### config.mk
export PLATFORM = sky130hd
export DESIGN_NAME = round_robin_task_scheduler
export DESIGN_NICKNAME = d
export VERILOG_FILES = /design/src/hdl/rrts_pkg.sv /design/src/hdl/rrts_ctrl.sv /design/src/hdl/rrts_dp.sv /design/src/hdl/round_robin_task_scheduler.sv
export VERILOG_INCLUDE_DIRS = /design/src /design/src/hdl
export SDC_FILE = /design/constraint.sdc
export NUM_CORES = 1
export LEC_CHECK = 0
export ABC_AREA = 1
export BUFFER_PORTS_ARGS = -buffer_cell sky130_fd_sc_hd__buf_2
export CORE_ASPECT_RATIO = 0.5
export CORE_MARGIN = 2
export CORE_UTILIZATION = 45
export DETAILED_ROUTE_END_ITERATION = 16
export HOLD_SLACK_MARGIN = 0.08
export PLACE_DENSITY_LB_ADDON = 0.15
export SYNTH_ARGS = -nofsm -noshare
export SYNTH_HDL_FRONTEND = slang
export SYNTH_SLANG_ARGS = --single-unit
### constraint.sdc
create_clock -name clk -period 3.5 [get_ports clk]
set_input_delay 0 -clock clk [delete_from_list [all_inputs] [get_ports clk]]
set_output_delay 0 -clock clk [all_outputs]
set_load 0.02 [all_outputs]
### src/hdl/round_robin_task_scheduler_macros.svh
// Assertion macros used by the scheduler datapath.
`ifndef ROUND_ROBIN_TASK_SCHEDULER_MACROS_SVH
`define ROUND_ROBIN_TASK_SCHEDULER_MACROS_SVH

// Property that must hold at every clock edge outside of reset.
`define RRTS_ASSERT(lbl, prop, msg) \
	lbl: assert property (@(posedge clk) disable iff (!arst_n) (prop)) else $error(msg);

// Antecedent in any cycle implies consequent in the next cycle.
`define RRTS_ASSERT_NEXT(lbl, ante, cons, msg) \
	lbl: assert property (@(posedge clk) disable iff (!arst_n) (ante) |=> (cons)) \
		else $error(msg);

`endif

### src/hdl/rrts_pkg.sv
// Shared types and constants of the round-robin task scheduler.
package rrts_pkg;

	// Width of the queue count on the result channel.
	localparam int COUNT_W = 5;

	// Commands from the controller to the datapath.
	typedef struct packed {
		logic accept;    // input transfer this cycle, capture the item
		logic rd_en;     // issue a read of the slot memories
		logic rd_chain;  // read address is the link just read
		logic link_wr;   // write the new task's link
		logic cur_load;  // latch the slot being served
		logic commit;    // apply all updates and load the result
	} cmd_t;

	// Status from the datapath to the controller.
	typedef struct packed {
		logic in_tick;     // incoming item is a tick
		logic enq_bad;     // incoming enqueue would be rejected
		logic count_zero;  // queue is empty
		logic out_free;    // result register can take a new result
	} status_t;

endpackage

### src/hdl/rrts_ctrl.sv
// Controller state machine of the round-robin task scheduler.
module rrts_ctrl (
	input  logic              clk,
	input  logic              arst_n,
	input  logic              in_valid,
	output logic              in_ready,
	input  rrts_pkg::status_t status,
	output rrts_pkg::cmd_t    cmd
);

	typedef enum logic [3:0] {
		S_IDLE  = 4'b0001,
		S_LINK  = 4'b0010,
		S_CHAIN = 4'b0100,
		S_FIN   = 4'b1000
	} state_t;

	state_t state_q, state_d;

	always_ff @(posedge clk or negedge arst_n) begin
		if (!arst_n) begin
			state_q <= S_IDLE;
		end else begin
			state_q <= state_d;
		end
	end

	always_comb begin
		state_d      = state_q;
		cmd          = '0;
		in_ready     = 1'b0;
		unique case (state_q)
			S_IDLE: begin
				in_ready = 1'b1;
				if (in_valid) begin
					cmd.accept = 1'b1;
					cmd.rd_en  = 1'b1;
					if (status.count_zero || (!status.in_tick && status.enq_bad)) begin
						state_d = S_FIN;
					end else if (status.in_tick) begin
						state_d = S_CHAIN;
					end else begin
						state_d = S_LINK;
					end
				end
			end
			S_LINK: begin
				cmd.link_wr = 1'b1;
				state_d     = S_FIN;
			end
			S_CHAIN: begin
				cmd.cur_load = 1'b1;
				cmd.rd_en    = 1'b1;
				cmd.rd_chain = 1'b1;
				state_d      = S_FIN;
			end
			S_FIN: begin
				if (status.out_free) begin
					cmd.commit = 1'b1;
					state_d    = S_IDLE;
				end
			end
			default: begin
				state_d = S_IDLE;
			end
		endcase
	end

endmodule

### src/hdl/rrts_dp.sv
// Datapath of the round-robin task scheduler: slot memories, pointers and result register.
`include "round_robin_task_scheduler_macros.svh"

module rrts_dp #(
	parameter int MAX_TASKS     = 16,
	parameter int DURATION_BITS = 16
) (
	input  logic                           clk,
	input  logic                           arst_n,
	input  rrts_pkg::cmd_t                 cmd,
	output rrts_pkg::status_t              status,
	input  logic                           kind,
	input  logic [3:0]                     task_id,
	input  logic [15:0]                    duration,
	output logic                           out_valid,
	input  logic                           out_ready,
	output logic [3:0]                     served_task,
	output logic                           idle,
	output logic                           completed,
	output logic                           rejected,
	output logic [rrts_pkg::COUNT_W-1:0]   queue_count
);

	localparam int SLOT_W = $clog2(MAX_TASKS);
	localparam int CW     = rrts_pkg::COUNT_W;
	localparam logic [CW-1:0] CNT_ONE = CW'(1);

	// Slot memories.
	logic [SLOT_W-1:0]        nl_mem [MAX_TASKS];
	logic [DURATION_BITS-1:0] rem_mem [MAX_TASKS];
	logic [SLOT_W-1:0]        nl_rd_q;
	logic [DURATION_BITS-1:0] rem_rd_q;

	// Queue state.
	logic [MAX_TASKS-1:0] occupied_q;
	logic [SLOT_W-1:0]    tail_q, cursor_q, cur_q;
	logic [CW-1:0]        count_q;

	// Captured item.
	logic                     kind_q, rej_q;
	logic [SLOT_W-1:0]        slot_q;
	logic [DURATION_BITS-1:0] dur_q;

	// Result register.
	logic          out_valid_q;
	logic [3:0]    served_q;
	logic          idle_q, completed_q, rejected_q;
	logic [CW-1:0] qcount_q;

	logic [SLOT_W-1:0] in_slot, rd_addr;
	logic              id_ok, count_zero, done, enq_ok, tick_run, unlink;
	logic              nl_we, rem_we;
	logic [SLOT_W-1:0] nl_waddr, nl_wdata, rem_waddr;
	logic [DURATION_BITS-1:0] rem_wdata;
	logic [CW-1:0]     count_d;

	assign in_slot    = SLOT_W'(task_id);
	assign id_ok      = (32'(task_id) < MAX_TASKS);
	assign count_zero = (count_q == '0);

	assign status.in_tick    = kind;
	assign status.enq_bad    = !id_ok || occupied_q[in_slot];
	assign status.count_zero = count_zero;
	assign status.out_free   = !out_valid_q || out_ready;

	// Item decisions taken at commit.
	assign done     = (rem_rd_q <= DURATION_BITS'(1));
	assign enq_ok   = !kind_q && !rej_q;
	assign tick_run = kind_q && !count_zero;
	assign unlink   = tick_run && done && (count_q > CNT_ONE);

	always_comb begin
		if (cmd.rd_chain) begin
			rd_addr = nl_rd_q;
		end else if (kind) begin
			rd_addr = cursor_q;
		end else begin
			rd_addr = tail_q;
		end
	end

	// Link memory has one write port, shared by the link step and the commit.
	always_comb begin
		nl_we    = 1'b0;
		nl_waddr = slot_q;
		nl_wdata = nl_rd_q;
		if (cmd.link_wr) begin
			nl_we = 1'b1;
		end else if (cmd.commit && enq_ok) begin
			nl_we    = 1'b1;
			nl_waddr = count_zero ? slot_q : tail_q;
			nl_wdata = slot_q;
		end else if (cmd.commit && unlink) begin
			nl_we    = 1'b1;
			nl_waddr = cursor_q;
			nl_wdata = nl_rd_q;
		end
	end

	always_comb begin
		rem_we    = 1'b0;
		rem_waddr = slot_q;
		rem_wdata = dur_q;
		if (cmd.commit && enq_ok) begin
			rem_we = 1'b1;
		end else if (cmd.commit && tick_run && !done) begin
			rem_we    = 1'b1;
			rem_waddr = cur_q;
			rem_wdata = rem_rd_q - DURATION_BITS'(1);
		end
	end

	always_comb begin
		count_d = count_q;
		if (enq_ok) begin
			count_d = count_q + CNT_ONE;
		end else if (tick_run && done) begin
			count_d = count_q - CNT_ONE;
		end
	end

	always_ff @(posedge clk) begin
		if (nl_we) begin
			nl_mem[nl_waddr] <= nl_wdata;
		end
		if (rem_we) begin
			rem_mem[rem_waddr] <= rem_wdata;
		end
		if (cmd.rd_en) begin
			nl_rd_q  <= nl_mem[rd_addr];
			rem_rd_q <= rem_mem[rd_addr];
		end
	end

	always_ff @(posedge clk) begin
		if (cmd.accept) begin
			kind_q <= kind;
			slot_q <= in_slot;
			dur_q  <= DURATION_BITS'(duration);
			rej_q  <= status.enq_bad;
		end
		if (cmd.cur_load) begin
			cur_q <= nl_rd_q;
		end
		if (cmd.commit) begin
			served_q    <= tick_run ? 4'(cur_q) : 4'd0;
			idle_q      <= kind_q && count_zero;
			completed_q <= tick_run && done;
			rejected_q  <= !kind_q && rej_q;
			qcount_q    <= count_d;
		end
	end

	always_ff @(posedge clk or negedge arst_n) begin
		if (!arst_n) begin
			occupied_q  <= '0;
			tail_q      <= '0;
			cursor_q    <= '0;
			count_q     <= '0;
			out_valid_q <= 1'b0;
		end else begin
			if (cmd.commit) begin
				out_valid_q <= 1'b1;
				count_q     <= count_d;
				if (enq_ok) begin
					occupied_q[slot_q] <= 1'b1;
					tail_q             <= slot_q;
					if (count_zero) begin
						cursor_q <= slot_q;
					end
				end else if (tick_run) begin
					if (done) begin
						occupied_q[cur_q] <= 1'b0;
					end
					if (unlink) begin
						if (tail_q == cur_q) begin
							tail_q <= cursor_q;
						end
					end else begin
						cursor_q <= cur_q;
					end
				end
			end else if (out_ready) begin
				out_valid_q <= 1'b0;
			end
		end
	end

	assign out_valid   = out_valid_q;
	assign served_task = served_q;
	assign idle        = idle_q;
	assign completed   = completed_q;
	assign rejected    = rejected_q;
	assign queue_count = qcount_q;

	`RRTS_ASSERT(a_count_matches, $countones(occupied_q) == int'(count_q), "count out of step with occupancy")
	`RRTS_ASSERT(a_ptrs_occupied, count_zero || (occupied_q[cursor_q] && occupied_q[tail_q]), "cursor or tail on a free slot")
	`RRTS_ASSERT(a_commit_free, !cmd.commit || !out_valid_q || out_ready, "result overwritten before transfer")
	`RRTS_ASSERT_NEXT(a_commit_valid, cmd.commit, out_valid_q, "commit without a result")

endmodule

### src/hdl/round_robin_task_scheduler.sv
// Top level of the round-robin task scheduler: controller plus datapath.
//
//  Channel | Handshake           | Payload
//  --------+---------------------+---------------------------------------------------
//  input   | in_valid / in_ready | kind, task_id, duration
//  result  | out_valid/out_ready | served_task, idle, completed, rejected, queue_count
//
// One item is in work at a time. A tick on a non-empty queue and an enqueue that links
// behind an existing tail pass through a further state for the registered link memory
// read or link write; a rejected enqueue, an enqueue into an empty queue and an idle tick do not.
// Reset clears the occupancy flops, pointers, count and result valid; the slot memories
// need no clearing, since data read from a slot is used only while that slot is occupied.
// A finished result waits until the result register is free, and input waits with it.
module round_robin_task_scheduler #(
	parameter int MAX_TASKS     = 16,
	parameter int DURATION_BITS = 16
) (
	input  logic                         clk,
	input  logic                         arst_n,
	input  logic                         in_valid,
	output logic                         in_ready,
	input  logic                         kind,
	input  logic [3:0]                   task_id,
	input  logic [15:0]                  duration,
	output logic                         out_valid,
	input  logic                         out_ready,
	output logic [3:0]                   served_task,
	output logic                         idle,
	output logic                         completed,
	output logic                         rejected,
	output logic [rrts_pkg::COUNT_W-1:0] queue_count
);

	// Command and status groups between the controller and the datapath.
	rrts_pkg::cmd_t    cmd;
	rrts_pkg::status_t status;

	// The controller sequences each item through its read, link and commit steps.
	rrts_ctrl u_ctrl (
		.clk      (clk),
		.arst_n   (arst_n),
		.in_valid (in_valid),
		.in_ready (in_ready),
		.status   (status),
		.cmd      (cmd)
	);

	// The datapath holds the slots, the circular order and the result register.
	rrts_dp #(
		.MAX_TASKS     (MAX_TASKS),
		.DURATION_BITS (DURATION_BITS)
	) u_dp (
		.clk         (clk),
		.arst_n      (arst_n),
		.cmd         (cmd),
		.status      (status),
		.kind        (kind),
		.task_id     (task_id),
		.duration    (duration),
		.out_valid   (out_valid),
		.out_ready   (out_ready),
		.served_task (served_task),
		.idle        (idle),
		.completed   (completed),
		.rejected    (rejected),
		.queue_count (queue_count)
	);

endmodule
## After elaboration in Yosys (flattened, before gate mapping)

Memory sizes are Yosys's and may differ from the RTL's. A register that Yosys moved wholly into a read port is not among the register bits.
Cells that the tools add are included.

| cells by class | value |
|---|---|
| multiplexer cells | 55 |
| reductions and logical operators | 32 |
| add/sub/neg operators | 3 |
| bitwise gates (word level) | 3 |
| eq/ne operators | 9 |
| $lt $le $gt $ge | 7 |

Operators by type and width:

| kind | number |
|---|---|
| $mux 4 | 21 |
| $mux 16 | 5 |
| $mux 1 | 20 |
| $and 16x16->16 | 1 |
| $le 16x1->1 const B | 1 |
| $not 16->16 | 1 |
| $or 16x16->16 | 1 |
| $sub 16x1->16 const B | 1 |
| $lt 4x5->1 const B | 3 |
| $logic_and 1x1->1 | 13 |
| $pmux 4 s3 | 1 |
| $mux 5 | 2 |
| $reduce_bool 2->1 | 5 |
| $demux 1 s4 | 2 |
| $ge 4x1->1 const B | 2 |
| $reduce_and 4->1 | 2 |
| $logic_not 1->1 | 6 |
| $add 5x1->5 const B | 1 |
| $gt 5x1->1 const B | 1 |
| $logic_not 5->1 | 1 |
| $sub 5x1->5 const B | 1 |
| $bmux 1 s4 | 1 |
| $eq 4x1->1 const B | 1 |
| $eq 4x2->1 const B | 1 |
| other kinds (12) | 15 |

| storage, ports and cells | value |
|---|---|
| memories kept | 2 |
| memory bits (writable) | 320 |
| register bits | 72 |

Memory list:

| name | words | bits a word | rd ports | clocked after Yosys merged registers in | write ports | line | source |
|---|---|---|---|---|---|---|---|
| u_dp.rem_mem | 16 | 16 | 1 | 1 | 1 | rrts_dp.sv:30 | `logic [DURATION_BITS-1:0] rem_mem [MAX_TASKS];` |
| u_dp.nl_mem | 16 | 4 | 1 | 1 | 1 | rrts_dp.sv:29 | `logic [SLOT_W-1:0] nl_mem [MAX_TASKS];` |

## Logic depth before layout (Yosys ltp)

| logic depth | value |
|---|---|
| depth in word-level cells | 11 |
| gate-level depth with buffers | 15 |
| mapped depth without buffers | 15 |

## Hierarchy

Synthesis repeated with hierarchy kept, for this count alone.

| second synthesis, totals | value |
|---|---|
| cells, all modules | 1626 |
| area, all modules | 18226.2 um2 |

By module, submodules not included:

| module | times used | sequential area each (um2) | cells each | area each (um2) |
|---|---|---|---|---|
| rrts_dp | 1 | 12101.6 | 1581 | 17925.9 |
| rrts_ctrl | 1 | 101.3 | 45 | 300.3 |

## Worst setup path after synthesis

Ideal clock, no wire load.

| timing | value |
|---|---|
| path kind | reg2reg |
| start point | register u_ctrl.state_q[0] |
| end point | register u_dp.nl_rd_q[0], read port of u_dp.nl_mem, enable pin |
| path slack | 0.050 ns |
| setup time | 0.377 ns |
| stages on the path, launching flop included | 7 |
| data arrival time | 3.073 ns |
| clock period less this slack | 3.450 ns |
| cell sequence | dfstp_2 > inv_1 > nor3_1 > inv_1 > nor2_1 > inv_1 > nand2_1 |

RTL lines:

| item | line | source |
|---|---|---|
| start: declaration | rrts_ctrl.sv:18 | `state_t state_q, state_d;` |
| start signal: assignment | rrts_ctrl.sv:24 | `state_q <= state_d;` |
| end: declaration | rrts_dp.sv:31 | `logic [SLOT_W-1:0] nl_rd_q;` |

## Worst setup path after layout

| timing | value |
|---|---|
| start point | register u_dp.count_q[0] |
| end point | memory u_dp.rem_mem[0][13] (data pin) |

| on the way | value |
|---|---|
| cells in the longest elaborated chain, start to end | 7 |

Ends and longest elaborated chain:

| item | line | source |
|---|---|---|
| start: declaration | rrts_dp.sv:37 | `logic [CW-1:0] count_q;` |
| start signal: assignment | rrts_dp.sv:164 | `count_q <= count_d;` |
| $logic_not 5->1 | rrts_dp.sv:59 | `assign count_zero = (count_q == '0);` |
| $logic_not 1->1 | rrts_dp.sv:69 | `assign tick_run = kind_q && !count_zero;` |
| $logic_and 1x1->1 | rrts_dp.sv:69 |  |
| $logic_and 1x1->1 (2 in a row) | rrts_dp.sv:106 | `end else if (cmd.commit && tick_run && !done) begin` |
| $mux 16 | rrts_dp.sv:106 |  |
| $mux 16 | rrts_dp.sv:104 | `if (cmd.commit && enq_ok) begin` |
| named net u_dp.rem_wdata[13] | rrts_dp.sv:54 | `logic [DURATION_BITS-1:0] rem_wdata;` |
| end: declaration | rrts_dp.sv:30 |  |

The timed path passes the listed nets, and every way through them passes these cells.

==> flow_metrics.env <==
export IMPL_status="completed"
export IMPL_clkSlewWorstSetupHoldPaths_ns=0.06
export IMPL_netlist_instances=1587
export IMPL_cpMaxStageDelayCell="o21ai_0"
export IMPL_syn_nets=1618
export IMPL_power_density_nw_per_um2=748.8
export IMPL_synth_largest_area_cell="edfxtp_1"
export IMPL_fmax_mhz=324.3
export IMPL_intPower_uw=9847
export IMPL_synth_common_cells="edfxtp_1 (378), nand2_1 (268), inv_1 (205)"
export IMPL_cp_cell_sequence="inv_1, ha_1, nand3_1, nand2_2, nor2_1, nand2_1, buf_4, o21ai_0, buf_4"
export IMPL_critPathMaxStageDelay_ns=0.89
export IMPL_arrival_ns=3.48
export IMPL_io_buffers=38
export IMPL_root_buffer="clkbuf_16"
export IMPL_tns_ns=0
export IMPL_critPathCaptureType="flip-flop"
export IMPL_dr_pass1_iters=5
export IMPL_core_um2=39050
export IMPL_vdd_drop_max_mv=0.3905
export IMPL_ant_nets=0
export IMPL_pre_cts_slack_ns=0.4801
export IMPL_layout_nets=1707
export IMPL_worst_pin_slew_ns=1.109
export IMPL_yosys_most_used_dff="edfxtp_1"
export IMPL_dpl_instance_area_um2=19100
export IMPL_cts_tree="done"
export IMPL_period_minus_slack_ns=3.084
export IMPL_yosys_warnings=0
export IMPL_clockBufferDepth=3
export IMPL_initial_core_util_pct=45.81
export IMPL_synth_top_area_share_pct=63.45
export IMPL_swShare_pct=35.93
export IMPL_power_leakage_uw=0.007867
export IMPL_grt_pass1_wl_um=69540
export IMPL_layout_setup_ws_ns=0.4161
export IMPL_grt_start_max_net_pins=163
export IMPL_dieArea_um2=41460
export IMPL_cpMostUsedCell="buf_4"
export IMPL_worst_path_max_fanout=23
export IMPL_via_per_inst=5.448
export IMPL_track_usage_pct=22.07
export IMPL_critPathLaunchType="flip-flop"
export IMPL_grt_overflow=0
export IMPL_p_switching_uw=5522
export IMPL_place_gp_congestion=0.9002
export IMPL_fp_dieH_um=145.0
export IMPL_power_frac_comb_pct=31.6
export IMPL_seq_power_share_pct=42.2
export IMPL_ys_ff_latch=412
export IMPL_relSlewSlack_pct=25.31
export IMPL_rsz0062_at_grt="false"
export IMPL_hpwl_um=30130
export IMPL_min_path_type="in2async"
export IMPL_clkSinkCount=412
export IMPL_cpLargestDelayFamily="compound AO/OA/AOI/OAI gates"
export IMPL_netlist_area_um2=17890
export IMPL_p_total_uw=15370
export IMPL_clk_latency_ns=0.54
export IMPL_die_w_um=286.0
export IMPL_ys_top_cells_by_area="edfxtp_1 (63%), nand2_1 (5.6%), o211ai_1 (5.5%)"
export IMPL_fin_crit_sh_pct=88.11
export IMPL_cp_data_required_time_ns=3.90
export IMPL_cts_resized_gates=0
export IMPL_async_flop_share_pct=8.252
export IMPL_drtIter0Drc=1124
export IMPL_finalSetupViolCount=0
export IMPL_stdcell_area_um2=20520
export IMPL_synth_edff_count=378
export IMPL_clkPwrFrac_pct=26.2
export IMPL_num_rows=51
export IMPL_synth_seq_area_share_pct=68.22
export IMPL_fillers=3422
export IMPL_drt_total_wl_um=45600
export IMPL_drv_slew=0
export IMPL_antenna_found_initial=3
export IMPL_cts_buffers=38
export IMPL_utilization_pct=52.56
export IMPL_htree_num_levels=2
export IMPL_ioPinCount=39
export IMPL_crit_buf_inv=3
export IMPL_avgSynthCellArea_um2=11.27
export IMPL_yosysUniqueCellTypes=40
export IMPL_maxCapViolCount=0
export IMPL_yosysMostFrequentCell="edfxtp_1"
export IMPL_wl_per_cell_um=20.42
export IMPL_drive_gt1_share_pct=12.52
export IMPL_grt_pass1_vias=11690
export IMPL_hold_viol=0
export IMPL_path_class="reg2reg"
export IMPL_fin_skew_ns=0.02080
export IMPL_route_detailed_drc=0
export IMPL_area_growth_pct=14.74
export IMPL_num_vias=12166
==> flip-flops by register name, indices dropped and copies added, names as in the netlist <==
register,count
u_dp.kind_q,1
u_dp.idle,1
u_dp.cursor_q,4
u_dp.rejected,1
u_dp.served_task,4
u_ctrl.state_q,4
u_dp.completed,1
u_dp.rej_q,1
u_dp.occupied_q,16
u_dp.cur_q,4
u_dp.nl_rd_q,4
u_dp.count_q,5
u_dp.rem_mem,256
u_dp.tail_q,4
u_dp.dur_q,16
u_dp.out_valid,1
u_dp.queue_count,5
u_dp.slot_q,4
u_dp.nl_mem,64
u_dp.rem_rd_q,16
==> power groups by stage <==
stage	Combinational, µW	Sequential, µW	Clock, µW
after floorplan	2990	6520	0
after global placement	4740	6580	0
after detailed placement	4810	6590	0
after CTS	4860	6480	4090
after global routing	5360	6510	4300
final	4860	6490	4020
==> routing by layer <==
layer	global-route usage [%]	part of all wire, %	vias to the layer above
met2	33.78	45	411
met1	32.10	45	5965
li1	-	-	5731
met3	5.000	8.2	59
met4	5.236	1.9	0
met5	0	0	-
==> kinds of logic after synthesis <==
family | Yosys count | synth area share (%)
adders and majority gates | 6 | 0.4197
AOI/OAI and AO/OA | 296 | 10.34
and+or+nand+nor | 567 | 13.89
xor gates and xnor gates | 17 | 0.8324
buffers and inverters | 289 | 6.295
DFF | 412 | 68.22
==> per-stage QoR <==
step / instances / hold WS, ns
3_3_place_gp: 2141 / 0.1192
3_5_place_dp: 2141 / 0.1460
6_report: 2233 / 0.1061
4_1_cts: 2231 / 0.1257
2_1_floorplan: 1587 / -0.2956
5_1_grt: 2232 / 0.1630
==> cell usage in the layout, fill, tap and decap left out, drive strengths merged, types with 33 or more instances in the layout <==
cell type	n
buf	101
o211ai	130
nand3	160
dfrtp	33
o21ai	142
clkbuf	46
edfxtp	378
nor2	92
nand2	269
inv	210
==> cell type report <==
cell class / count / area [µm²] / area share, %
timing repair buffer: 126 / 1064 / 5.182
sequential: 412 / 12200 / 59.46
tap: 530 / 663.1 / 3.231
clock buffer: 46 / 991.0 / 4.828
inverter: 212 / 798.3 / 3.889
antenna: 2 / 5.005 / 0.02438
clock inverter: 19 / 176.4 / 0.8595
multi-input combinational: 886 / 4624 / 22.53
==> timing repair <==
item / 4_1_cts / 5_1_grt
hold buffers: 25 / 0
setup buffers: 0 / 0
hold endpoints to repair: 61 / 0
==> worst paths after layout <==
check	from	end	slack (ns)	depth (start not counted)
max reg2reg	u_dp.count_q[0]$_DFFE_PN0P_	u_dp.rem_mem[0][13]$_DFFE_PP_	0.42	9
max	u_dp.count_q[0]$_DFFE_PN0P_	u_dp.rem_mem[0][13]$_DFFE_PP_	0.42	9
min in group clk	duration[6]	u_dp.dur_q[6]$_DFFE_PP_	0.17	2
max in group asynchronous	arst_n	u_dp.cursor_q[1]$_DFFE_PN0P_	2.86	2
min	arst_n	u_dp.count_q[3]$_DFFE_PN0P_	0.11	2
min reg2reg	u_dp.occupied_q[11]$_DFFE_PN0P_	u_dp.occupied_q[11]$_DFFE_PN0P_	0.49	2
(Power assumes the default switching activity.)
